--- config.mk ---
export PLATFORM = sky130hd
export DESIGN_NAME = est_mul
export DESIGN_NICKNAME = d
export VERILOG_FILES = /design/src/rtl/ellipse_span_tracer_assert.svh /design/src/rtl/est_pkg.sv /design/src/rtl/est_mul.sv
export SDC_FILE = /design/constraint.sdc
export NUM_CORES = 1
export LEC_CHECK = 0
export ABC_AREA = 1
export CAP_MARGIN = 20
export CORE_MARGIN = 2
export CORE_UTILIZATION = 60
export CTS_CLUSTER_DIAMETER = 80
export DETAILED_ROUTE_END_ITERATION = 8
export DONT_BUFFER_PORTS = 1
export GPL_TIMING_DRIVEN = 0
export PLACE_DENSITY = 0.82
export SYNTH_ARGS = -nofsm -noshare
export SYNTH_HDL_FRONTEND = slang
export SYNTH_SLANG_ARGS = --single-unit
--- constraint.sdc ---
create_clock -name clk -period 12.95 [get_ports clk]
set_input_delay 1.295 -clock clk [delete_from_list [all_inputs] [get_ports clk]]
set_output_delay 1.295 -clock clk [all_outputs]
set_load 0.02 [all_outputs]
--- src/rtl/ellipse_span_tracer_assert.svh ---
// ----------------------------------------------------------------------------
// Ellipse span tracer assertion macros
// Shared property forms for the concurrent checks in the RTL.
// ----------------------------------------------------------------------------
`ifndef ELLIPSE_SPAN_TRACER_ASSERT_SVH
`define ELLIPSE_SPAN_TRACER_ASSERT_SVH

// Condition implies expression in the same cycle.
`define EST_ASSERT_NOW(label, clk, rst_n, cond, expr, msg) \
    label: assert property (@(posedge clk) disable iff (!rst_n) (cond) |-> (expr)) \
        else $error(msg);

// Condition implies expression in the following cycle.
`define EST_ASSERT_NEXT(label, clk, rst_n, cond, expr, msg) \
    label: assert property (@(posedge clk) disable iff (!rst_n) (cond) |=> (expr)) \
        else $error(msg);

`endif

--- src/rtl/est_pkg.sv ---
// ----------------------------------------------------------------------------
// est_pkg
// Types, widths and codes shared by the ellipse span tracer modules.
// ----------------------------------------------------------------------------
package est_pkg;

    localparam int AXIS_BITS_DEF = 15;

    localparam int IN_FIELD_W = 16;
    localparam int S_DATA_W   = 64;
    localparam int M_DATA_W   = 88;
    localparam int COORD_W    = 18;
    localparam int PT_W       = 17;
    localparam int ERR_W      = 48;
    localparam int ALU_W      = 50;
    localparam int COLOR_W    = 32;
    localparam int CFG_IDX_W  = 2;
    localparam int CFG_DATA_W = 32;
    localparam int RES_IDX_W  = 2;
    localparam int RES_CNT_W  = 3;

    // s_tdata field positions
    localparam int BOX_LEFT_LSB   = 0;
    localparam int BOX_TOP_LSB    = 16;
    localparam int BOX_WIDTH_LSB  = 32;
    localparam int BOX_HEIGHT_LSB = 48;

    localparam logic ACT_START = 1'b0;
    localparam logic ACT_STEP  = 1'b1;

    localparam logic KIND_NONE = 1'b0;
    localparam logic KIND_SPAN = 1'b1;

    localparam logic [CFG_IDX_W-1:0] REG_FILL_ENABLE = 2'd0;
    localparam logic [CFG_IDX_W-1:0] REG_FILL_COLOR  = 2'd1;
    localparam logic [CFG_IDX_W-1:0] REG_LINE_COLOR  = 2'd2;

    localparam logic ALU_ADD = 1'b0;
    localparam logic ALU_SUB = 1'b1;

    // One point's worth of primitives, handed from the sequencer to the emitter
    typedef struct packed {
        logic               draw;
        logic               fill;
        logic               y_moved;
        logic [PT_W-1:0]    x;
        logic [PT_W-1:0]    y;
        logic [COORD_W-1:0] xc;
        logic [COORD_W-1:0] yc;
        logic [COLOR_W-1:0] color;
        logic               finished;
    } emit_job_t;

    typedef struct packed {
        logic               kind;
        logic [COORD_W-1:0] xs;
        logic [COORD_W-1:0] xe;
        logic [COORD_W-1:0] y;
        logic [COLOR_W-1:0] color;
        logic               finished;
        logic               last;
    } span_t;

endpackage

--- src/rtl/est_mul.sv ---
// ----------------------------------------------------------------------------
// est_mul
// Registered signed-by-unsigned multiplier for the start-up products.
// ----------------------------------------------------------------------------
module est_mul
#(
    parameter int AXIS_BITS = est_pkg::AXIS_BITS_DEF
)
(
    input  logic                        clk,
    input  logic                        en,
    input  logic signed [AXIS_BITS+1:0] op_a,
    input  logic [2*AXIS_BITS-1:0]      op_b,
    output logic [est_pkg::ERR_W-1:0]   prod
);
    import est_pkg::*;

    localparam int FULL_W = 3 * AXIS_BITS + 3;

    logic signed [2*AXIS_BITS:0] b_signed;
    logic signed [FULL_W-1:0]    prod_next;
    logic signed [ERR_W-1:0]     prod_reg;

    assign b_signed  = $signed({1'b0, op_b});
    assign prod_next = op_a * b_signed;

    always_ff @(posedge clk)
    begin
        if (en)
        begin
            prod_reg <= ERR_W'(prod_next);
        end
    end

    assign prod = prod_reg;

endmodule

After elaboration in Yosys (flattened, before gate mapping) --
Cells that the tools add are included.
Cells by class: $mul 1
Operators by type and width (number):
- $mul 17x31->48 | 1
Storage, ports and cells: bits in registers 48, word-level logic and storage cells 2

Depth between registers and ports, before layout --
Gate-level depths: netlist of the first run.
depth in word-level cells 1, mapped depth 29, gate-level depth less buffers 27

Least setup slack after synthesis of the first run --
Ideal clock, no wire load.
path type in2reg, start point in op_b[28], end point reg prod_reg[43], in the netlist prod[43], data pin, library setup time 252 ps, arrival 6178 ps, required time 12698 ps, slack 6520 ps, stages on the path 25, cell sequence clkbuf_1 clkbuf_1 nand2_1 fa_1 inv_1 fa_1 inv_1 fa_1 inv_1 fa_1 fa_1 inv_1 fa_1 inv_1 ha_1 nand2_1 inv_1 nand2_1 nand2_1 a21oi_1 nor2_1 nor2_1 nand2_1 nand2_1 nand2_1
On the way: cells in the longest elaborated chain, start to end 1
Ends and longest elaborated chain:
- start: declaration | RTL line est_mul.sv:13 | input logic [2*AXIS_BITS-1:0] op_b,
- $mul 17x31->48 | RTL line est_mul.sv:25 | assign prod_next = op_a * b_signed;
- named net prod_next[43] | RTL line est_mul.sv:21 | logic signed [FULL_W-1:0] prod_next;
- end signal: assignment | RTL line est_mul.sv:31 | prod_reg <= ERR_W'(prod_next);
- end: declaration | RTL line est_mul.sv:22 | logic signed [ERR_W-1:0] prod_reg;
The timed path passes the listed nets, and every way through them passes these cells. A chain may end at the register's enable or synchronous reset.

Worst setup path in the final report of the first run --
start point in op_b[11], end point reg prod_reg[39], in the netlist prod[39], data pin
Same word-level chain as after synthesis.

==> out/metrics.sh, run 1 <==
FILLER_CELL_COUNT=2859
CLOCK_TREE.HTREE_LEVEL_COUNT=2
YS_SEQ_ELEMENTS=48
GRT_START_MAX_NET_PINS=49
PATH_DELAY_FAMILY='adder cells'
PLACE_HPWL_UM=46200
INITIALDRTVIOLATIONCOUNT=1413
GRT_PASS1_VIAS=17400
SLOWEST_DELAY_PS=650
ROUTED_WIRE_LENGTH_PER_INSTANCE_UM=17.9
TIMING.CRITICAL_PATH.FROM_TYPE='input port'
SLEW_VIOL_FINAL=0
TRITONCTS_NUM_SINKS=48
WORSTMARGINPINSLEW_PS=1030
OUTCOME='complete, no violations'
WL_MET3_UM=6320
MAXSLEWHEADROOM_PCT=31.2
GLOBALROUTE.TOTALOVERFLOW=0
CRITICAL-PATH-TOP-CELL-BY-COUNT='sky130_fd_sc_hd__fa_1'
MAXCAPVIOLCOUNT=0
WHS_ENDPOINT='prod[12]'
CRIT_TYPE='input port to flip-flop'
POSTCTSRESIZEDCELLS=0
MAX-CLOCK-PATH-BUFFERS=2
SYN-NUM-NETS=3258
FP.DIEAREA_MM2=0.0344
RATIO_OF_ROUTED_VIAS_TO_STANDARD_CELLS=5.29
TRITONCTS.NUM_BUFFERS=5
ROUTABILITYCONGESTION=0.993
ROUTE.FINAL.WIRE_LENGTH_UM=55300
CLK_PIN_SLEW_PS=70
FMAX_GHz=0.136
GRT.TOTAL_USAGE_PCT=34.6
DRC=0
CRITPATHSLOWESTCELL='sky130_fd_sc_hd__clkbuf_1'
GRT_PASS1_WL_UM=89600
TOP_LAYER='met4'
TRITONCTS='done'
CRIT_CHAIN='clkbuf_1 -> clkbuf_1 -> nand2_1 -> fa_1 -> fa_1 -> fa_1 -> inv_1 -> fa_1 -> fa_1 -> inv_1 -> fa_1 -> inv_1 -> ha_1 -> nand2_1 -> inv_1 -> nand2_1 -> nor2_4 -> nand4_1 -> nand3_1 -> nand2_1 -> nand3_1 -> nand2_1'
DETAILROUTE.VIA_COUNT=16300
TIMING_HOLD_VIOLATIONS_FINAL=0
PLACED_CELL_AREA_MM2=0.0203
LAYOUT.NETS=3265
START_UTIL_PCT=60.9
POST_ROUTE_CELLS_DRIVE_ABOVE_1_SHARE_PCT=2.16
LARGEST_REG_FLOPS=48
CTS-HOLD-FIX-BUFFERS=0
HOLDPATHSTAGES=0
DIE-WIDTH_UM=186
TIMING.CRITICAL_PATH.BUF_INV=6
FINALCOREUTILIZATION_PCT=63.2
SYNTH_TO_FINAL_AREA_CHANGE_PCT=3.75
SYNTH_AREA_MM2=0.0198
POST_CTS_SETUP_BUFFER_COUNT=0
PORTBUFFERS=0
NETLIST-CELL-TYPE-COUNT=26
CP.ARRIVAL_PS=7410
FINALSETUPVIOLCOUNT=0
HOLD_START='en'
HOLD_PATH_CLASS='input port to flip-flop'
DETAIL_ROUTE.FIRST_PASS.ITERATIONS=7
FLOORPLAN.DIE.HEIGHT_UM=186
ROUTED-WL-MET2_UM=25400
SYN-INSTANCE-COUNT=2636
LAYOUT.CELL_AREA.NON_FILLER_MM2=0.0205
MIN_PERIOD_PS=7360
ROUTEDLENGTHMET1_UM=19600
FLOORPLAN.CORE_AREA_MM2=0.0325
POSTSYNTHAREAPERCELL_UM2=7.50
YOSYSSEQAREASHARE_PCT=7.29
RSZ0062_AT_GRT='no'
IO_PINS=97
ANTENNA_FOUND_INITIAL=1
PERIOD_SHARE_PCT=56.8
ROWS=66
CP-END-KIND='flip-flop'
POST_ROUTE_ANTENNA_NET_VIOLATION_COUNT=0
CTS_ROOT_BUFFER='sky130_fd_sc_hd__clkbuf_16'
TNS_PS=0
TIMING.CRITICAL_PATH.FANOUT_MAX=10
SYNTHESIS.YOSYS.WARNINGS=0
CP_DATA_REQUIRED_TIME_PS=13000
[cell usage in the layout, fill, tap and decap left out, types with 2 or more instances in the layout]
master	instances
sky130_fd_sc_hd__nor2_4	5
sky130_fd_sc_hd__inv_2	3
sky130_fd_sc_hd__inv_1	865
sky130_fd_sc_hd__a31oi_1	4
sky130_fd_sc_hd__or2_2	8
sky130_fd_sc_hd__nor3_1	2
sky130_fd_sc_hd__nand3_1	31
sky130_fd_sc_hd__clkbuf_16	5
sky130_fd_sc_hd__nand2_2	13
sky130_fd_sc_hd__nor2_2	13
sky130_fd_sc_hd__nand4_1	4
sky130_fd_sc_hd__bufinv_16	2
sky130_fd_sc_hd__a21oi_1	28
sky130_fd_sc_hd__nand2_1	802
sky130_fd_sc_hd__xnor2_1	8
sky130_fd_sc_hd__nor2_1	76
sky130_fd_sc_hd__xor2_1	20
sky130_fd_sc_hd__nand3_2	8
sky130_fd_sc_hd__clkbuf_1	111
sky130_fd_sc_hd__fa_1	419
sky130_fd_sc_hd__ha_1	154
sky130_fd_sc_hd__and2_1	3
sky130_fd_sc_hd__o21bai_1	7
sky130_fd_sc_hd__edfxtp_1	48
[synth_stat cells (all sizes together)]
cell type	instances	area share, %
ha	154	9.7
and2	3	0.095
a31oi	4	0.13
xor2	20	0.89
fa	419	42
nor2	94	2.1
nand3b	1	0.038
nand4	4	0.13
o21bai	7	0.27
xnor2	8	0.35
nor3	2	0.051
inv	868	16
edfxtp	48	7.3
a21oi	28	0.71
nand2	815	16
nand3	39	1.2
o21ai	1	0.025
or2	9	0.28
nor4	1	0.032
clkbuf	111	2.1
[per-layer routing]
| metal | vias up | track usage [%] |
|---|---|---|
| met4 | 0 | 21.0 |
| li1 | 7269 | - |
| met5 | - | 0 |
| met2 | 947 | 56.4 |
| met1 | 7872 | 42.4 |
| met3 | 237 | 7.20 |
[worst max-delay path by stage]
| stage | startpoint | end | slack (ps) | cells after the start |
|---|---|---|---|---|
| after global routing | op_b[11] | prod[42] | 5390 | 25 |
| after floorplan | op_b[28] | prod[43] | 6520 | 25 |
| final | op_b[11] | prod[39] | 5590 | 22 |
| after CTS | op_b[11] | prod[45] | 5730 | 20 |
| after global placement | op_b[11] | prod[39] | 5480 | 22 |
| after detailed placement | op_b[11] | prod[39] | 5460 | 22 |
[layout make-up]
type | count | area (µm²) | area share (%)
well taps | 442 | 553 | 2.70
diodes | 1 | 2.50 | 0.0122
clock inverters | 2 | 60.1 | 0.293
multi-input cells | 1609 | 14700 | 71.4
inverters | 868 | 3260 | 15.9
clock buffers | 5 | 125 | 0.610
plain buffers | 111 | 417 | 2.03
flip-flops and latches | 48 | 1440 | 7.03
[kinds of logic after synthesis]
kind of cell	share of synthesized area, %
xor+xnor	1.24
flops	7.29
buf+inv	18.6
compound gates	1.13
fa+ha+maj	52.2
simple gates	19.6
[stage by stage]
step | setup WS, ps | hold slack (ps) | cells
after global placement | 5480 | 1410 | 3078
final | 5590 | 1110 | 3086
after detailed placement | 5460 | 1410 | 3078
after CTS | 5730 | 1110 | 3085
after floorplan | 6520 | 1410 | 2636
after global routing | 5390 | 1100 | 3085
Power of run 1 is left out: the tool's default activity adds up to more than one toggle a clock period on the data nets, which glitch-free logic cannot reach.
==> run 2: changes to the inputs <==
ABC_AREA = 0   (was 1)
clock period = 6.86 ns   (was 12.95 ns; I/O delays follow)
==> out/metrics.sh, run 2 <==
CP_DATA_REQUIRED_TIME_PS=6890
PLACE_HPWL_UM=41000
HOLD_WS_PS=503
SYN-INSTANCE-COUNT=1977
ROWS=63
MAXSLEWHEADROOM_PCT=49.4
CTS_ROOT_BUFFER='sky130_fd_sc_hd__clkbuf_16'
SETUP_CRIT_END='prod[47]'
FINAL_COMMON_CELL='sky130_fd_sc_hd__inv_1'
FINALNONFILLERCELLS=2376
FLOORPLAN.CORE_AREA_MM2=0.0297
DRC=0
SYN-NUM-NETS=2599
CLOCK_TREE.HTREE_LEVEL_COUNT=2
START_UTIL_PCT=61.1
TRITONCTS_NUM_SINKS=48
ROUTED_WIRE_LENGTH_PER_INSTANCE_UM=20.8
SYNTH_TOP_CELLS_BY_COUNT='sky130_fd_sc_hd__inv_1 (481), sky130_fd_sc_hd__fa_1 (419), sky130_fd_sc_hd__nand2_1 (274), sky130_fd_sc_hd__and2_1 (238), sky130_fd_sc_hd__ha_1 (154)'
GRT_PASS1_WL_UM=77700
PERIOD_SHARE_PCT=98.2
POST_ROUTE_CELLS_DRIVE_ABOVE_1_SHARE_PCT=5.65
FINALSETUPVIOLCOUNT=0
NETLIST.TOP_CELL.BY_AREA='sky130_fd_sc_hd__fa_1'
IO_PINS=97
DETAILROUTE.VIA_COUNT=13700
FP.DIEAREA_MM2=0.0316
ANTENNA_FOUND_INITIAL=0
GRT_PASS1_VIAS=14900
HOLD_PATH_CLASS='input port to flip-flop'
TRITONCTS.NUM_BUFFERS=5
FILLER_CELL_COUNT=2382
MAXCAPVIOLCOUNT=0
SYNTHDOMINANTCELLAREASHARE_PCT=46.2
MAX-CLOCK-PATH-BUFFERS=2
YS_SEQ_ELEMENTS=48
CP-END-KIND='flip-flop'
GRT.TOTAL_USAGE_PCT=33.0
FLOORPLAN.DIE.HEIGHT_UM=178
LARGEST_REG_FLOPS=48
DIE-WIDTH_UM=178
MOST_USED_FLIP_FLOP_CELL_AFTER_SYNTHESIS='sky130_fd_sc_hd__edfxtp_1'
PLACEDCELLCOUNT=2367
CLK_PIN_SLEW_PS=70
CRIT_TYPE='input port to flip-flop'
PORTBUFFERS=0
GLOBALROUTE.TOTALOVERFLOW=0
POST-SYNTH-TOP-COUNT-CELL='sky130_fd_sc_hd__inv_1'
CP.ARRIVAL_PS=6770
SYNTHESIS.YOSYS.WARNINGS=0
DETAIL_ROUTE.FIRST_PASS.ITERATIONS=6
TIMING_HOLD_VIOLATIONS_FINAL=0
GRT_START_MAX_NET_PINS=49
YOSYSSEQAREASHARE_PCT=7.94
NUMBER_OF_FLOPS_MAPPED_TO_ENABLE_CELLS_BY_YOSYS=48
TIMING.CRITICAL_PATH.FROM_TYPE='input port'
SYNTH_AREA_MM2=0.0181
LAYOUT.CELL_AREA.NON_FILLER_MM2=0.0191
RATIO_OF_ROUTED_VIAS_TO_STANDARD_CELLS=5.78
OUTCOME='complete, no violations'
SLEW_VIOL_FINAL=0
TRITONCTS='done'
MIN_PERIOD_PS=6740
NETLIST-CELL-TYPE-COUNT=42
LAYOUT.NETS=2605
INITIALDRTVIOLATIONCOUNT=956
ROUTE.FINAL.WIRE_LENGTH_UM=49400
POSTSYNTHAREAPERCELL_UM2=9.18
SYNTH_TO_FINAL_AREA_CHANGE_PCT=5.21
STARTPOINT='op_a[11]'
SYNTHARSTFLOPSHARE_PCT=0
SYNTH.TOP_CELLS.BY_AREA='sky130_fd_sc_hd__fa_1 (46%), sky130_fd_sc_hd__ha_1 (11%), sky130_fd_sc_hd__inv_1 (10%), sky130_fd_sc_hd__and2_1 (8.2%), sky130_fd_sc_hd__edfxtp_1 (7.9%)'
ROUTABILITYCONGESTION=0.982
FINAL_CELL_MIX='sky130_fd_sc_hd__inv_1 (481), sky130_fd_sc_hd__fa_1 (415), sky130_fd_sc_hd__nand2_1 (274)'
WORSTMARGINPINSLEW_PS=759
PLACED_CELL_AREA_MM2=0.0186
TIMING.CRITICAL_PATH.FANOUT_MAX=10
FMAX_GHz=0.148
POST_ROUTE_ANTENNA_NET_VIOLATION_COUNT=0
[run 2: cell count changes after synthesis, sizes merged, moves of 6 or more]
cell	delta
and2	+235
nand2	-541
a21oi	+13
o21ai	+25
or2	-9
a21o	+22
nand3	-31
nor2	-43
inv	-387
a31oi	+6
nand2b	+9
clkbuf	-22
xnor2	+21
[run 2: critical path: stages]
cell and delay (ps):
sky130_fd_sc_hd__clkbuf_1 320, sky130_fd_sc_hd__and2_1 330, sky130_fd_sc_hd__fa_1 540, sky130_fd_sc_hd__inv_1 60, sky130_fd_sc_hd__fa_1 550, sky130_fd_sc_hd__fa_1 450
sky130_fd_sc_hd__fa_1 520, sky130_fd_sc_hd__inv_1 50, sky130_fd_sc_hd__fa_1 500, sky130_fd_sc_hd__inv_1 60, sky130_fd_sc_hd__fa_1 470, sky130_fd_sc_hd__inv_1 40
sky130_fd_sc_hd__ha_1 380, sky130_fd_sc_hd__a21oi_1 240, sky130_fd_sc_hd__o21ai_0 180, sky130_fd_sc_hd__nor3_1 290, sky130_fd_sc_hd__o211ai_1 240, sky130_fd_sc_hd__nand2_1 190
sky130_fd_sc_hd__o31ai_2 80, sky130_fd_sc_hd__a21oi_2 220, sky130_fd_sc_hd__o2111ai_2 130, sky130_fd_sc_hd__nand2_1 120, sky130_fd_sc_hd__xnor2_2 90
[run 2: repair_timing]
| item | 4_1_cts | 5_1_grt |
|---|---|---|
| hold buffers | 0 | 0 |
| pin swaps | 4 | 10 |
| endpoints found under the setup margin | 13 | 14 |
| gates resized for setup | 57 | 113 |
| buffers inserted | 1 | 1 |
[run 2: worst min path at each step]
stage               start        to  slack, ps  depth (start not counted)
floorplan              en   prod[0]        800                          0
global placement       en  prod[42]        800                          0
detailed placement     en  prod[42]        800                          0
CTS                    en  prod[42]        490                          0
global route           en  prod[42]        490                          0
finish                 en  prod[42]        500                          0
[run 2: per-stage QoR]
| stage | setup WS (ps) | TNS (ps) | utilization [%] |
|---|---|---|---|
| after floorplan | 311 | 0 | - |
| after global placement | -632 | -6700 | 62.7 |
| after detailed placement | -735 | -8380 | 62.7 |
| after CTS | 3.62 | 0 | 63.6 |
| after global routing | -50.9 | -62.4 | 64.2 |
| final | 123 | 0 | 64.2 |
[run 2: final cells by class]
class	count	area, µm²	area share, %
repair buffers	2	15.0	0.0787
plain buffers	89	468	2.45
inverters	481	1810	9.46
flip-flops and latches	48	1440	7.55
multi-input cells	1356	14700	76.9
diodes	2	5.00	0.0262
clock inverters	3	68.8	0.360
clock buffers	5	125	0.655
well taps	390	488	2.56
[run 2: cells by family (layout without fill, tap and decap cells)]
group                    after synthesis  in the layout  share of synthesized area, %
buffers and inverters                573            580                          11.9
adder cells (fa/ha/maj)              573            573                          56.9
AO/OA/AOI/OAI                        135            135                          4.91
multiplexers                           1              1                        0.0827
XOR/XNOR                              44             44                          2.12
flip-flops                            48             48                          7.94
AND/OR/NAND/NOR                      603            603                          16.2
other                                  0              2                             0
[run 2: per-layer routing]
layer  global-route usage [%]  part of all wire, %  vias to the layer above
met5                        0                    0                        -
li1                         -                    -                     5820
met4                     20.5                  7.1                        0
met2                     55.4                   49                      755
met3                     8.08                   10                      201
met1                     38.0                   34                     6947
Power of run 2 is left out for the same reason.
