--- src/rtl/ellipse_span_tracer_assert.svh ---
// ----------------------------------------------------------------------------
// Ellipse span tracer assertion macros
// Shared property forms for the concurrent checks in the RTL.
// ----------------------------------------------------------------------------
`ifndef ELLIPSE_SPAN_TRACER_ASSERT_SVH
`define ELLIPSE_SPAN_TRACER_ASSERT_SVH

// Condition implies expression in the same cycle.
`define EST_ASSERT_NOW(label, clk, rst_n, cond, expr, msg) \
    label: assert property (@(posedge clk) disable iff (!rst_n) (cond) |-> (expr)) \
        else $error(msg);

// Condition implies expression in the following cycle.
`define EST_ASSERT_NEXT(label, clk, rst_n, cond, expr, msg) \
    label: assert property (@(posedge clk) disable iff (!rst_n) (cond) |=> (expr)) \
        else $error(msg);

`endif

--- src/rtl/est_pkg.sv ---
// ----------------------------------------------------------------------------
// est_pkg
// Types, widths and codes shared by the ellipse span tracer modules.
// ----------------------------------------------------------------------------
package est_pkg;

    localparam int AXIS_BITS_DEF = 15;

    localparam int IN_FIELD_W = 16;
    localparam int S_DATA_W   = 64;
    localparam int M_DATA_W   = 88;
    localparam int COORD_W    = 18;
    localparam int PT_W       = 17;
    localparam int ERR_W      = 48;
    localparam int ALU_W      = 50;
    localparam int COLOR_W    = 32;
    localparam int CFG_IDX_W  = 2;
    localparam int CFG_DATA_W = 32;
    localparam int RES_IDX_W  = 2;
    localparam int RES_CNT_W  = 3;

    // s_tdata field positions
    localparam int BOX_LEFT_LSB   = 0;
    localparam int BOX_TOP_LSB    = 16;
    localparam int BOX_WIDTH_LSB  = 32;
    localparam int BOX_HEIGHT_LSB = 48;

    localparam logic ACT_START = 1'b0;
    localparam logic ACT_STEP  = 1'b1;

    localparam logic KIND_NONE = 1'b0;
    localparam logic KIND_SPAN = 1'b1;

    localparam logic [CFG_IDX_W-1:0] REG_FILL_ENABLE = 2'd0;
    localparam logic [CFG_IDX_W-1:0] REG_FILL_COLOR  = 2'd1;
    localparam logic [CFG_IDX_W-1:0] REG_LINE_COLOR  = 2'd2;

    localparam logic ALU_ADD = 1'b0;
    localparam logic ALU_SUB = 1'b1;

    // One point's worth of primitives, handed from the sequencer to the emitter
    typedef struct packed {
        logic               draw;
        logic               fill;
        logic               y_moved;
        logic [PT_W-1:0]    x;
        logic [PT_W-1:0]    y;
        logic [COORD_W-1:0] xc;
        logic [COORD_W-1:0] yc;
        logic [COLOR_W-1:0] color;
        logic               finished;
    } emit_job_t;

    typedef struct packed {
        logic               kind;
        logic [COORD_W-1:0] xs;
        logic [COORD_W-1:0] xe;
        logic [COORD_W-1:0] y;
        logic [COLOR_W-1:0] color;
        logic               finished;
        logic               last;
    } span_t;

endpackage

--- src/rtl/est_alu.sv ---
// ----------------------------------------------------------------------------
// est_alu
// Shared add/subtract unit for the error-term and increment updates.
// ----------------------------------------------------------------------------
module est_alu
(
    input  logic                       op,
    input  logic [est_pkg::ALU_W-1:0]  op_a,
    input  logic [est_pkg::ALU_W-1:0]  op_b,
    output logic [est_pkg::ALU_W-1:0]  sum
);
    import est_pkg::*;

    logic [ALU_W-1:0] b_eff;

    // subtract as a + ~b + 1
    assign b_eff = (op == ALU_SUB) ? ~op_b : op_b;
    assign sum   = op_a + b_eff + ALU_W'(op == ALU_SUB);

endmodule

--- config.mk ---
export PLATFORM = sky130hd
export DESIGN_NAME = est_alu
export DESIGN_NICKNAME = d
export VERILOG_FILES = /design/src/rtl/ellipse_span_tracer_assert.svh /design/src/rtl/est_pkg.sv /design/src/rtl/est_alu.sv
export SDC_FILE = /design/constraint.sdc
export NUM_CORES = 1
export LEC_CHECK = 0
export ABC_AREA = 1
export BUFFER_PORTS_ARGS = -buffer_cell sky130_fd_sc_hd__buf_2
export CORE_MARGIN = 3
export CORE_UTILIZATION = 48
export DETAILED_ROUTE_END_ITERATION = 8
export PLACE_DENSITY_LB_ADDON = 0.25
export SLEW_MARGIN = 10
export SYNTH_ARGS = -nofsm -noshare
export SYNTH_HDL_FRONTEND = slang
export SYNTH_SLANG_ARGS = --single-unit
--- constraint.sdc ---
create_clock -name vclk -period 2.5
set_input_delay 0.125 -clock vclk [all_inputs]
set_output_delay 0.125 -clock vclk [all_outputs]
set_load 0.01 [all_outputs]
---- Word-level counts from Yosys, hierarchy flattened ----
Cells that the tools add are included.
cells by class
  add/subtract/negate cells ............... 2
  multiplexer cells ....................... 1
  bitwise operators ....................... 1
operators with widths
  operator          count
  $add A50 B1 Y50   1
  $add A50 B50 Y50  1
  $mux W50          1
  $not A50 Y50      1
word-level totals
  word-level logic and storage cells ...... 4
  bits of input ports ..................... 101
  register bits after elaboration ......... 0

---- Longest topological paths before layout ----
Gate-level depths: netlist of run 1.
  depth after elaboration ................. 4
  mapped depth ............................ 17
  gate-level depth less buffers ........... 16

---- Worst setup path after synthesis of run 1 ----
OpenSTA, ideal clock, no wires.
  path type ............................... input -> output
  start point ............................. input op
  end point ............................... output sum[34] in the netlist's numbering
  cell stages on the path ................. 17
  buffers on the path ..................... 3
  slack ................................... 0.238 ns
  required time ........................... 2.375 ns
  data arrival time ....................... 2.137 ns
  path through ............................ buf_2 -> buf_2 -> buf_2 -> xor2_1 -> fa_1 -> nand2_1 -> nand2_1 -> nand3b_1 -> nand2_1 -> nand2_1 -> nand2_2 -> nand2_1 -> nand2_1 -> nand2_1 -> nand2_1 -> nand2_1 -> nand2_1
on the way
  longest elaborated chain between the ends .. 3
ends and longest elaborated chain
  what                RTL line       source
  start: declaration  est_alu.sv:7   input logic op,
  $mux W50            est_alu.sv:17  assign b_eff = (op == ALU_SUB) ? ~op_b : op_b;
  $add A50 B50 Y50    est_alu.sv:18  assign sum = op_a + b_eff + ALU_W'(op == ALU_SUB);
  $add A50 B1 Y50 *   est_alu.sv:18
  end: declaration    est_alu.sv:10  output logic [est_pkg::ALU_W-1:0] sum
Mark *: on every way between the ends. The rest lies on a longest branch, timed or not.

---- Worst setup path after layout of run 1 ----
  start point ............................. input op
  end point ............................... output sum[32] in the netlist's numbering
Same word-level chain as after synthesis.

==> run_results.csv, run 1 <==
group,metric,value,unit
synth,synth_seq_area_share,0,%
placement,dp_slack,0.09630,ns
layout,n_clock_buffer,0,
drt,ant_nets,0,
sta,slew-limit-headroom,81.83,%
worst_setup_path,critical-path-top-delay-family,"buffers and inverters",
synth,mappedNetlistArea,4730,um2
drt,remaining_drc_errors,0,
floorplanning,placeableCoreArea,9415,um2
global_route,grt_pass1_vias,5602,
global_route,globalRoute.totalOverflow,0,
worst_setup_path,critical_path_peak_fanout,24,
synth,netlist.area_leader.share,29.60,%
layout,final_net_count,1256,
worst_setup_path,crit_path_frequent_cell,"sky130_fd_sc_hd__nand2_1",
placement,routabilityCongestion,1.055,
worst_setup_path,critical_path.max_stage_delay,0.30,ns
flow_run,drv.max_cap_violation_count,0,
drt,detail_route.iter0.violations,382,
sta,final_hold_viol_count,0,
synth,yosysWarnings,0,
synth,synth_area_leaders,"sky130_fd_sc_hd__nand2_1, sky130_fd_sc_hd__inv_1, sky130_fd_sc_hd__xor2_1",
drt,wirelength,16520,um
floorplanning,ios,151,
layout,seqCellArea,0,um2
worst_setup_path,crit_path_end_kind,"primary output",
synth,synth.net_count,1095,
sta,fin_crit_sh,95.73,%
global_route,grt_antenna_before_repair,0,
synth,most_used_standard_cell_by_instance_count_after_synthesis,"sky130_fd_sc_hd__nand2_1",
layout,seq_cells,0,
global_route,top_usage_layer,"met2",
power,power_density,367.4,nW/um2
cts,ctsHoldBuffers,0,
worst_setup_path,cp_data_required_time,2.38,ns
global_route,grt_first_pass_wirelength,26180,um
sta,setup_ws,0.1067,ns
floorplanning,start_util,50.23,%
synth,netlist_instances,940,
run_status,status,"finished, final reports clean",
power,p_leak,3.719,nW
drt,avgRoutedWirePerCell,13.45,um
layout,post_route_cells_drive_above_1_share,21.29,%
global_route,global_route.usage.total,28.41,%
sta,maxClockFrequency,417.8,MHz
sta,tightestPinTransition,0.2698,ns
worst_setup_path,cp-endpoint,"sum[32]",
worst_hold_path,holdCritPathClass,"in -> out",
sta,finalSetupViolations,0,
worst_setup_path,path_cells,"buf_2 -> buf_12 -> xor2_1 -> ha_1 -> nand2_1 -> inv_1 -> nand2_1 -> inv_1 -> a21oi_1 -> nand2_1 -> nand2_1 -> nand3_1 -> xor2_1 -> buf_2",
drt,detail_route.vias_per_cell,4.929,
sta,finalMaxSlewViolations,0,
power,vdd_drop_max,0.0001547,V
worst_setup_path,critPathSlowestCell,"sky130_fd_sc_hd__ha_1",
synth,postSynthAreaPerCell,5.031,um2
drt,dr_total_vias,6053,
global_route,gr-usage-met2,47.50,%
sta,period_needed,2.393,ns
worst_setup_path,critical_path.n_buffers_inverters,5,
layout,fillers,1000,
placement,placedCellCount,1225,
layout,post_route_design_area,5879,um2
placement,placement.cell_area,5724,um2
placement,place.detailed.hpwl,14540,um
layout,n_antenna_cell,0,
sta,hold-worst-slack,0.5455,ns
drt,detail_route.first_pass.iterations,5,
global_route,groute.layer.met1.usage,40.95,%
floorplanning,die_y,105.3,um
floorplanning,floorplan.die.width,105.3,um
worst_setup_path,critPathArrivalTime,2.27,ns
sta,grt_setup_unrepaired,"yes",
synth,synth.distinct_cells,31,
floorplanning,placementRows,35,
worst_setup_path,path_class,"in -> out",
worst_setup_path,critPathLaunch,"op",
global_route,grt_max_degree,25,
global_route,groute.layer.met3.usage,1.898,%
placement,placement.io_buffers,151,
power,power,2.160,mW
layout,synthToLayoutAreaGrowth,24.31,%
synth,synth_top_cells_by_count,"sky130_fd_sc_hd__nand2_1, sky130_fd_sc_hd__inv_1, sky130_fd_sc_hd__nor2_1, sky130_fd_sc_hd__xor2_1, sky130_fd_sc_hd__ha_1",
floorplanning,fp.dieArea,11080,um2
layout,final_cells,1228,
worst_setup_path,path_depth,14,
worst_setup_path,worst_setup_path_start_kind,"input port",
synth,synthDominantAreaCellType,"sky130_fd_sc_hd__nand2_1",
-- final cells by class --
type,instances,area (um2),area share (%)
inverters,196,735.7,12.51
well taps,129,161.4,2.745
repair buffers,165,885.9,15.07
multi-input cells,738,4096,69.67
-- tightest hold or removal path, delay by kind of cell --
| family | cells | cell delay (ns) |
|---|---|---|
| buffers and inverters | 2 | 0.20 |
| and+or+nand+nor | 2 | 0.09 |
-- per-stage QoR --
step | utilization (%) | setup TNS (ns)
after floorplan | - | 0
after global placement | 60.80 | 0
after detailed placement | 60.80 | 0
after CTS | 60.80 | 0
after global routing | 62.45 | -0.3117
final | 62.45 | 0
-- layout by cell type, fill, tap and decap left out, types with 5 or more instances in the layout --
cell type / synthesis / final
sky130_fd_sc_hd__a21oi_1: 35 / 33
sky130_fd_sc_hd__buf_2: 6 / 151
sky130_fd_sc_hd__buf_4: 0 / 12
sky130_fd_sc_hd__ha_1: 53 / 42
sky130_fd_sc_hd__ha_2: 0 / 8
sky130_fd_sc_hd__inv_1: 188 / 188
sky130_fd_sc_hd__inv_2: 7 / 7
sky130_fd_sc_hd__nand2_1: 373 / 368
sky130_fd_sc_hd__nand2_2: 10 / 15
sky130_fd_sc_hd__nand3_1: 40 / 40
sky130_fd_sc_hd__nand4_1: 12 / 12
sky130_fd_sc_hd__nor2_1: 79 / 69
sky130_fd_sc_hd__nor2_2: 13 / 23
sky130_fd_sc_hd__nor3_1: 7 / 5
sky130_fd_sc_hd__o21bai_1: 6 / 6
sky130_fd_sc_hd__xor2_1: 78 / 77
-- report_power, final --
part           switching, mW  total [mW]  internal, mW
combinational           1.35        2.16         0.813
sequential                 0           0             0
clock                      0           0             0
-- kinds of logic after synthesis --
kind of cell,synth area share [%]
simple gates,48.31
buf+inv,16.19
xor+xnor,14.81
fa+ha+maj,14.44
compound gates,6.244
-- layer usage --
layer / vias up / part of all wire [%]
met5: - / 0
met3: 16 / 6.8
met4: 0 / 1.2
li1: 3146 / -
met2: 195 / 45
met1: 2696 / 47
-- worst min path at each step --
stage	startpoint	end	slack, ns	cells past startpoint
floorplan	op_a[0]	sum[0]	0.37	2
global placement	op_a[0]	sum[0]	0.54	4
detailed placement	op_a[0]	sum[0]	0.55	4
CTS	op_a[0]	sum[0]	0.55	4
global route	op_a[0]	sum[0]	0.60	4
finish	op_a[0]	sum[0]	0.55	4
-- repair_timing --
action	in CTS	in global routing
buffers inserted	0	3
endpoints found under the setup margin	0	22
resized for setup	0	36
Note: power is estimated with default switching activity, not from simulation.
==> run 2: changes to the inputs <==
CORE_ASPECT_RATIO = 0.75   (was unset)
==> run 2 against run 1 <==
Net effect: the flow now finishes with violations (negative setup slack); setup slack worse by 0.11 ns; combinational power up 2%; critical path type unchanged; fmax down 4.4%; largest power group unchanged; utilization up 1.1 points; critical endpoint is now sum[29]; clock-buffer cell count unchanged; first-iteration DRC count up 16%; die area up 0.11%; highest routed layer unchanged; wire length up 2.1%; final cell count down 0.33%; total power up 1.8%; sequential share of layout area unchanged.
==> run_results.csv, run 2 (synthesis results as in run 1) <==
group,metric,value,unit
floorplanning,floorplan.die.width,120.6,um
worst_setup_path,crit_path_end_kind,"primary output",
floorplanning,fp.dieArea,11090,um2
worst_setup_path,critPathArrivalTime,2.38,ns
placement,dp_slack,0.04129,ns
power,p_int,822.6,uW
drt,dr_total_vias,6060,
worst_setup_path,critPathSlowestCell,"sky130_fd_sc_hd__ha_2",
placement,placement.cell_area,5715,um2
layout,post_route_cells_drive_above_1_share,21.44,%
drt,avgRoutedWirePerCell,13.77,um
global_route,grt_max_degree,27,
global_route,grt_antenna_before_repair,0,
sta,fin_crit_sh,100.1,%
sta,finalMaxSlewViolations,0,
worst_setup_path,critical_path.max_stage_delay,0.42,ns
cts,postCtsSetupBuffers,0,
worst_setup_path,critical-path-top-delay-family,"simple AND/OR/NAND/NOR gates",
drt,wirelength,16860,um
worst_setup_path,worst_setup_path_start_kind,"input port",
power,power,2.199,mW
global_route,groute.layer.met3.usage,3.699,%
sta,grt_setup_unrepaired,"yes",
layout,seqCellArea,0,um2
power,switchingPower,1.376,mW
sta,setup_ws,-0.003268,ns
layout,layout_common_cells,"sky130_fd_sc_hd__nand2_1, sky130_fd_sc_hd__inv_1, sky130_fd_sc_hd__buf_2",
floorplanning,start_util,50.81,%
sta,finalSetupViolations,1,
global_route,global_route.usage.total,28.12,%
layout,final_cells,1224,
worst_hold_path,min-delay-start,"op_a[0]",
layout,n_clock_buffer,0,
power,p_sw_share,62.59,%
global_route,top_usage_layer,"met1",
cts,cts.repair.resized,0,
sta,hold-worst-slack,0.5539,ns
layout,multiInputGateArea,4136,um2
drt,ant_nets,0,
floorplanning,ios,151,
worst_setup_path,critical_path_peak_fanout,13,
worst_setup_path,cp_data_required_time,2.38,ns
layout,post_route_design_area,5916,um2
sta,slew-limit-headroom,71.37,%
layout,synthToLayoutAreaGrowth,25.08,%
worst_setup_path,crit_path_frequent_cell,"sky130_fd_sc_hd__nand2_1",
floorplanning,placementRows,30,
flow_run,drv.max_cap_violation_count,0,
placement,placement.io_buffers,151,
power,p_leak,3.704,nW
worst_hold_path,holdPathStages,4,
floorplanning,placeableCoreArea,9309,um2
layout,fillers,1007,
worst_setup_path,critical_path.n_buffers_inverters,4,
drt,detail_route.iter0.violations,443,
sta,maxClockFrequency,399.5,MHz
power,power_density,371.7,nW/um2
layout,layout_commonest_cell,"sky130_fd_sc_hd__nand2_1",
layout,final_net_count,1253,
layout,n_antenna_cell,0,
cts,ctsHoldBuffers,0,
worst_hold_path,min_to,"sum[0]",
sta,period_needed,2.503,ns
global_route,globalRoute.totalOverflow,0,
drt,detail_route.vias_per_cell,4.951,
run_status,status,"complete, but fails checks",
run_status,violations,"negative setup slack",
placement,placedCellCount,1223,
worst_setup_path,path_cells,"clkbuf_4 -> buf_12 -> xor2_1 -> ha_2 -> nand2_1 -> inv_1 -> nand2_1 -> nor3_1 -> nand2_1 -> nand2_1 -> a21oi_2 -> xnor2_1 -> buf_2",
worst_setup_path,path_class,"in -> out",
global_route,groute.layer.met1.usage,44.69,%
global_route,grt_first_pass_wirelength,25280,um
floorplanning,die_y,91.97,um
worst_hold_path,holdCritPathClass,"in -> out",
power,vdd_drop_max,0.0001991,V
placement,routabilityCongestion,1.075,
sta,final_hold_viol_count,0,
power,power_frac_comb,100.0,%
layout,seq_cells,0,
power,p_clk_share,0,%
global_route,grt_pass1_vias,5192,
sta,tightestPinTransition,0.4250,ns
global_route,gr-usage-met2,41.52,%
placement,place.detailed.hpwl,14630,um
drt,detail_route.first_pass.iterations,5,
power,share_seq_of_total_power,0,%
drt,remaining_drc_errors,0,
-- run 2: area by class of cell --
type / instances / area share, %
inverters: 196 / 12.44
multi-input cells: 738 / 69.92
well taps: 128 / 2.707
repair buffers: 162 / 14.93
-- run 2: metal layers --
metal | up-vias | share of wire (%) | routed length, um
li1 | 3136 | - | -
met1 | 2657 | 48 | 8052
met2 | 261 | 40 | 6733
met3 | 6 | 12 | 2009
met4 | 0 | 0.36 | 61
met5 | - | 0 | 0
-- run 2: worst max-delay path by stage --
stage / to / slack, ns / cells past startpoint / start
floorplan: sum[34] / 0.24 / 17 / op
finish: sum[29] / -0.003 / 13 / op
detailed placement: sum[29] / 0.04 / 13 / op
global route: sum[47] / -0.07 / 15 / op
global placement: sum[29] / -0.06 / 13 / op
CTS: sum[29] / 0.03 / 13 / op
-- run 2: power by group through the flow --
stage	clock network (mW)	registers, mW	logic (mW)
after CTS	0	0	2.08
after detailed placement	0	0	2.07
after global placement	0	0	2.07
after floorplan	0	0	1.34
after global routing	0	0	2.42
final	0	0	2.20
-- run 2: stage by stage --
stage	setup TNS (ns)	util (%)
floorplan	0	-
global placement	-0.06445	61.40
detailed placement	0	61.40
CTS	0	61.40
global route	-0.5245	63.55
finish	-0.003268	63.55
==> run 3: changes to the inputs <==
CORE_UTILIZATION = 55   (was 48)
==> run 3 against run 2 <==
Net effect: the run now ends clean; critical path depth up 2; utilization up 7.4 points; non-clock buffer count down 5; via count up 0.53%; setup slack better by 0.13 ns; final cell count down 2.3%; sequential share of layout area unchanged; design area down 2.5%; sequential cell count unchanged; global-route usage up 3.6 points; hold slack better by 0.0019 ns; first-iteration DRC count up 20%; critical path type unchanged; critical endpoint is now sum[41].
==> run_results.csv, run 3 (synthesis results as in run 1) <==
group,metric,value,unit
floorplanning,start_util,58.19,%
drt,remaining_drc_errors,0,
placement,placement.cell_area,5649,um2
global_route,grt_pass1_vias,5330,
placement,place.detailed.hpwl,14340,um
layout,synthToLayoutAreaGrowth,21.90,%
global_route,global_route.usage.total,31.74,%
placement,routabilityCongestion,1.020,
floorplanning,placeableCoreArea,8128,um2
sta,finalSetupViolations,0,
global_route,globalRoute.totalOverflow,0,
floorplanning,ios,151,
sta,final_hold_viol_count,0,
worst_setup_path,worst_setup_path_start_kind,"input port",
layout,seqCellArea,0,um2
drt,avgRoutedWirePerCell,13.57,um
layout,final_net_count,1248,
layout,fillers,788,
layout,layout_common_cells,"sky130_fd_sc_hd__nand2_1, sky130_fd_sc_hd__inv_1, sky130_fd_sc_hd__buf_2",
floorplanning,placementRows,28,
sta,finalMaxSlewViolations,0,
global_route,top_usage_layer,"met1",
global_route,groute.layer.met3.usage,4.745,%
layout,layout_commonest_cell,"sky130_fd_sc_hd__nand2_1",
flow_run,drv.max_cap_violation_count,0,
sta,period_needed,2.370,ns
power,power,2.136,mW
worst_setup_path,cp-endpoint,"sum[41]",
sta,hold-worst-slack,0.5558,ns
worst_setup_path,critPathLaunch,"op",
layout,fin_util,70.94,%
layout,final_cells,1196,
layout,n_antenna_cell,0,
worst_setup_path,critPathArrivalTime,2.24,ns
power,vdd_drop_max,0.0002487,V
drt,detail_route.first_pass.iterations,5,
sta,tightestPinTransition,0.4732,ns
sta,fin_crit_sh,94.79,%
power,p_leak,3.666,nW
drt,detail_route.iter0.violations,532,
global_route,gr-usage-met2,46.61,%
placement,placedCellCount,1195,
sta,slew-limit-headroom,68.12,%
floorplanning,fp.dieArea,9760,um2
drt,dr_total_vias,6092,
layout,post_route_cells_drive_above_1_share,20.53,%
worst_setup_path,cp_data_required_time,2.38,ns
run_status,status,"finished, final reports clean",
power,power_density,370.4,nW/um2
sta,maxClockFrequency,422.0,MHz
global_route,grt_max_degree,29,
sta,setup_total_negative_slack,0,ns
floorplanning,die_y,86.31,um
drt,ant_nets,0,
global_route,groute.layer.met1.usage,49.44,%
layout,n_clock_buffer,0,
sta,grt_setup_unrepaired,"yes",
floorplanning,floorplan.die.width,113.1,um
layout,multiInputGateArea,4073,um2
layout,post_route_design_area,5766,um2
worst_setup_path,crit_path_end_kind,"primary output",
layout,seq_cells,0,
worst_hold_path,holdCritPathClass,"in -> out",
worst_setup_path,path_class,"in -> out",
global_route,grt_antenna_before_repair,0,
drt,detail_route.vias_per_cell,5.094,
global_route,grt_first_pass_wirelength,25440,um
drt,wirelength,16230,um
placement,dp_slack,0.1255,ns
placement,placement.io_buffers,151,
sta,setup_ws,0.1302,ns
worst_setup_path,critical_path_peak_fanout,22,
## run 3: cell types whose count changed in the layout (fill, tap and decap cells not counted), sizes merged
cell / delta
clkbuf: -2
buf: -3
## run 3: how the worst min path moves through the flow
stage               slack [ns]  depth (start not counted)  endpoint     from
finish                    0.56                          4    sum[0]  op_a[0]
CTS                       0.56                          4    sum[0]  op_a[0]
detailed placement        0.55                          4    sum[0]  op_a[0]
global placement          0.55                          4    sum[0]  op_a[0]
global route              0.57                          4    sum[0]  op_a[0]
floorplan                 0.37                          2    sum[0]  op_a[0]
## run 3: worst max-delay path, stage by stage
cell	delay, ns
sky130_fd_sc_hd__buf_2	0.13
sky130_fd_sc_hd__buf_12	0.16
sky130_fd_sc_hd__xor2_1	0.17
sky130_fd_sc_hd__ha_1	0.43
sky130_fd_sc_hd__nand2_1	0.16
sky130_fd_sc_hd__nor2_1	0.27
sky130_fd_sc_hd__nand2_1	0.12
sky130_fd_sc_hd__inv_1	0.09
sky130_fd_sc_hd__nand2_1	0.07
sky130_fd_sc_hd__nor2_1	0.11
sky130_fd_sc_hd__nand2_1	0.07
sky130_fd_sc_hd__nand3_1	0.08
sky130_fd_sc_hd__nand2_1	0.05
sky130_fd_sc_hd__nand2_1	0.05
sky130_fd_sc_hd__buf_2	0.12
## run 3: repair_timing
action,4_1_cts,5_1_grt
hold buffers,0,0
setup endpoints to repair,0,26
buffers inserted,0,1
gates resized for setup,0,33
## run 3: layer usage
layer / share of wire, % / vias to the layer above
li1: - / 3134
met1: 48 / 2673
met2: 40 / 267
met3: 10 / 18
met4: 1.4 / 0
met5: 0 / -
## run 3: where the power goes
group	internal (mW)	switching, mW
combinational	0.793	1.34
sequential	0	0
clock	0	0
total	0.793	1.34
## run 3: layout make-up
type | instances | share of cell area [%]
tap | 105 | 2.279
multi-input combinational | 738 | 70.64
inverter | 196 | 12.76
timing repair buffer | 157 | 14.32
